--- src/rtl/core/rnag_pkg.sv ---
package rnag_pkg;

   // fixed-point fraction bits of the rotation factors (Q2.14)
   localparam int FRAC_BITS = 14;
   // source dimensions above this are clamped
   localparam int MAX_SRC_DIM = 2048;
   // register stages from request to response
   localparam int NUM_STAGES = 8;
   // bounding-box size saturation value
   localparam logic [12:0] DIM_SAT = 13'd8191;

   // register indexes of the configuration port
   localparam logic [2:0] CSR_COS_FACTOR = 3'd0;
   localparam logic [2:0] CSR_SIN_FACTOR = 3'd1;
   localparam logic [2:0] CSR_SRC_WIDTH  = 3'd2;
   localparam logic [2:0] CSR_SRC_HEIGHT = 3'd3;
   localparam logic [2:0] CSR_CHANNELS   = 3'd4;

   // pipeline occupancy and per-stage load enables
   typedef struct packed {
      logic [NUM_STAGES-1:0] valid;
      logic [NUM_STAGES-1:0] load;
   } rnag_flow_type;

endpackage

--- src/rtl/core/rnag_flow.sv ---
module rnag_flow
   import rnag_pkg::*;
(
   input  logic          clock,
   input  logic          reset,
   input  logic          req_valid,
   input  logic          rsp_ready,
   output logic          req_ready,
   output rnag_flow_type flow
);

   logic [NUM_STAGES-1:0] valid_ff;
   logic [NUM_STAGES-1:0] valid_in;
   logic [NUM_STAGES-1:0] load;

   // a stage loads when empty or when its content moves on; bubbles collapse
   always_comb begin
      load[NUM_STAGES-1] = !valid_ff[NUM_STAGES-1] || rsp_ready;
      for (int k = NUM_STAGES - 2; k >= 0; k--) begin
         load[k] = !valid_ff[k] || load[k+1];
      end
   end

   // valid bits travel with the data
   always_comb begin
      valid_in[0] = load[0] ? req_valid : valid_ff[0];
      for (int k = 1; k < NUM_STAGES; k++) begin
         valid_in[k] = load[k] ? valid_ff[k-1] : valid_ff[k];
      end
   end

   always_ff @(posedge clock) begin
      if (reset) begin
         valid_ff <= '0;
      end else begin
         valid_ff <= valid_in;
      end
   end

   assign req_ready  = load[0];
   assign flow.valid = valid_ff;
   assign flow.load  = load;

endmodule

--- config.mk ---
export PLATFORM = sky130hd
export DESIGN_NAME = rnag_flow
export DESIGN_NICKNAME = d
export VERILOG_FILES = /design/src/rtl/core/rnag_pkg.sv /design/src/rtl/core/rnag_flow.sv
export SDC_FILE = /design/constraint.sdc
export NUM_CORES = 1
export LEC_CHECK = 0
export ABC_AREA = 1
export BUFFER_PORTS_ARGS = -buffer_cell sky130_fd_sc_hd__buf_2
export CAP_MARGIN = 30
export CORE_AREA = 2 2 39 41
export CTS_BUF_LIST = sky130_fd_sc_hd__clkbuf_8
export DETAILED_ROUTE_END_ITERATION = 6
export DIE_AREA = 0 0 41 43
export PLACE_DENSITY = 0.62
export SYNTH_ARGS = -nofsm -noshare
export SYNTH_HDL_FRONTEND = slang
export SYNTH_SLANG_ARGS = --single-unit
--- constraint.sdc ---
create_clock -name clock -period 1.4 [get_ports clock]
set_input_delay 0.21 -clock clock [delete_from_list [all_inputs] [get_ports clock]]
set_output_delay 0.21 -clock clock [all_outputs]
set_load 0.05 [all_outputs]
==> impl_results.md <==
- Outcome: complete, but fails checks
- Failing checks: setup timing
- Filler cell count: 149
- Switching portion of total power: a little under a quarter
- Antenna violations before repair: 0
- Die X: slightly above 40 µm
- Drt drc: 0
- Die area: 1763 µm²
- Startpoint types: register
- Post-route ant nets: 0
- GPL Wtd Cong: around 0.65
- Site Rows: 14
- Starting Density: between 20% and 30%
- Place WS: -0.02391 ns
- FF-to-FF Start: valid_ff[5]
- Final Power: roughly 560 µW
- Ys async rst share: 0%
- Die height: 43 µm
- Count of cell types in the netlist: 14
- GRT overflow: 0
- Clk buf depth: 2
- Max frequency: around 670 MHz
- # diodes: 0
- Synth Register Bits: 8
- Cell Int Power: between 400 and 500 µW
- I/O pins: 21
- Core ar.: roughly 1400 µm²
- Period utilization: 106.6%
- R2R depth: 5
- Comb power frac: 6.9%
- Reg2Reg Setup Slack: 0.21 ns
- Yosys top cell area share: between 40% and 50%
- Vias post-DR: about 330
- Syn Area/Cell: 8.961 µm²
- Most frequent cells after synthesis: dfxtp_1 (8), inv_1 (8), a21oi_1 (6)
- Critical path origin: valid_ff[5]
- Worst Max-Slew Pin Slew: ~0.28 ns
- Post-Syn Instances: 37
- Placed cells: 73
- Synth area leader: dfxtp_1
- First drt pass iteration count: 1
- Largest net degree at the start of global routing: 9
- CTS Root Cell: clkbuf_8
- Mapped Area: around 330 µm²
- Switch Pwr: approximately 130 µW
- Slew margin rel.: around four fifths
- Final max-slew violation count: 0
- Clock transition at the registers of the reported paths: roughly 0.040 ns
- Non-Filler Instances: ~80
- Crit path to: flow[0]
- Syn-to-layout area delta: 80.75%
- CTS tree: built
- Final setup violation count: 5
- Beginning of the worst hold path: req_valid
- Synth Warn #: 0
- Tmin final: approximately 1.5 ns
- Post-synthesis sequential area ratio: 48.30%
- Number of vias per cell: a little over 4
- Crit end category: output port
- Clk_lat worst skew: about 0.23 ns
- Worst ir drop on vdd: about 0.00045 V
- CTS buffer count: 3
- Largest regs: valid_ff (8)
- Hold Path Class: primary input to register
- CP required: 1.19 ns
- Post-Route WL: approximately 770 µm
- P_leak: between 0.0002 and 0.0003 µW
- Final nets: 71
- Top reg by flops: valid_ff
- Post-synth EDFFs: 0
- DRT iter0 DRCs: 0
- Final core utilization: roughly 43%
- Syn nets: a little over 40
- Top FF cell, synth: dfxtp_1
- First-pass GRT wire length: 1.145 mm
- Total GRT Usage: 10.05%
- Clock Skew: roughly 0.0021 ns
- Routed length per instance: around 9.4 µm
- Worst Path Max Fanout: 5
- Fraction of layout cells with a size suffix above 1: between 60% and 70%
- WP data arrival: around 1.3 ns
- Final hold vios: 0
- RR Endpoint: valid_ff[0]
- Kind of critical path: register to output port
- Flop pwr share: between 40% and 50%
- Max-cap violations: 0
- Power Density: roughly 930 nW/µm²
- Final worst slack: -0.09190 ns
- IO buf count: 20
- Sink Count: 8
- Clock power frac: around half
- H-tree depth: 1
- Number of global-route vias before repair: 300
- RSZ-0062 raised after global routing: yes
- Top cells by area, synth: dfxtp_1 (48%), a21oi_1 (9.1%), inv_1 (9.1%), nand4_4 (6.4%), nor3_4 (4.9%)
- Number of flip-flops in the largest register: 8
[metrics by stage]
stage	hold WS [ns]	area [µm²]	TNS, ns
2_1_floorplan	0.3543	355.3	-2.143
3_3_place_gp	0.4575	475.5	-0.005718
3_5_place_dp	0.4661	475.5	-0.04930
4_1_cts	0.2238	588.1	-0.3901
5_1_grt	0.2366	599.3	-0.6899
6_report	0.2279	599.3	-0.2936
[final cells by class]
class	count	area (µm²)	area share, %
Timing Repair Buffer	27	193.9	32.36
Sequential cell	8	171.4	28.60
Multi-Input combinational cell	17	131.4	21.92
Clock buffer	3	41.29	6.889
Inverter	10	37.54	6.263
Tap cell	16	20.02	3.340
Clock inverter	1	3.754	0.6263
[metal layers]
layer | vias up | routed length, µm | GRT usage, %
met3 | 0 | 71 | 4.712
met2 | 17 | 344 | 14.37
met5 | - | 0 | 0
met1 | 144 | 351 | 10.65
li1 | 171 | - | -
met4 | 0 | 0 | 8.000
[power groups by stage]
stage	Clock (µW)	Combinational, µW	Sequential (µW)
after floorplan	0	10.6	253
after global placement	0	37.8	238
after global routing	307	41.5	234
after detailed placement	0	38.3	238
after CTS	298	38.9	234
final	283	38.4	234
[kinds of logic (layout without fill, tap and decap cells)]
logic type | after synthesis | in the layout | synth area share [%]
buffers and inverters | 12 | 41 | 14.72
AOI/OAI and AO/OA | 7 | 7 | 11.70
and+or+nand+nor | 10 | 10 | 25.28
DFF | 8 | 8 | 48.30
[critical path, cell delays in order, from the launching register on]
cell and delay [ns]:
dfxtp_4 0.35, nand4_4 0.11, nor3_4 0.25, nand4_4 0.16, buf_6 0.19
[worst min path at each step]
stage / to / slack (ns) / cells past startpoint
after CTS: valid_ff[0] / 0.22 / 3
after global routing: valid_ff[0] / 0.24 / 3
final: valid_ff[0] / 0.23 / 3
after floorplan: valid_ff[0] / 0.35 / 2
after global placement: valid_ff[0] / 0.46 / 3
after detailed placement: valid_ff[0] / 0.47 / 3
[repair_timing]
item                                    4_1_cts  5_1_grt
pin swaps                                     1        0
buffers inserted                              4        1
resized for setup                            12        1
hold buffers                                  0        0
endpoints found under the setup margin        6        6
[cells in the final DEF (no fill, tap or decap)]
cell	instances
nand2_1	2
buf_2	14
clkbuf_8	3
nand4_4	2
inv_2	2
dfxtp_1	5
nand3_2	1
buf_4	7
buf_8	1
buf_6	5
a21oi_1	6
inv_1	9
nor3_4	1
nor2_1	3
nand3_1	1
dfxtp_4	3
a21oi_2	1
(Power assumes the default switching activity.)
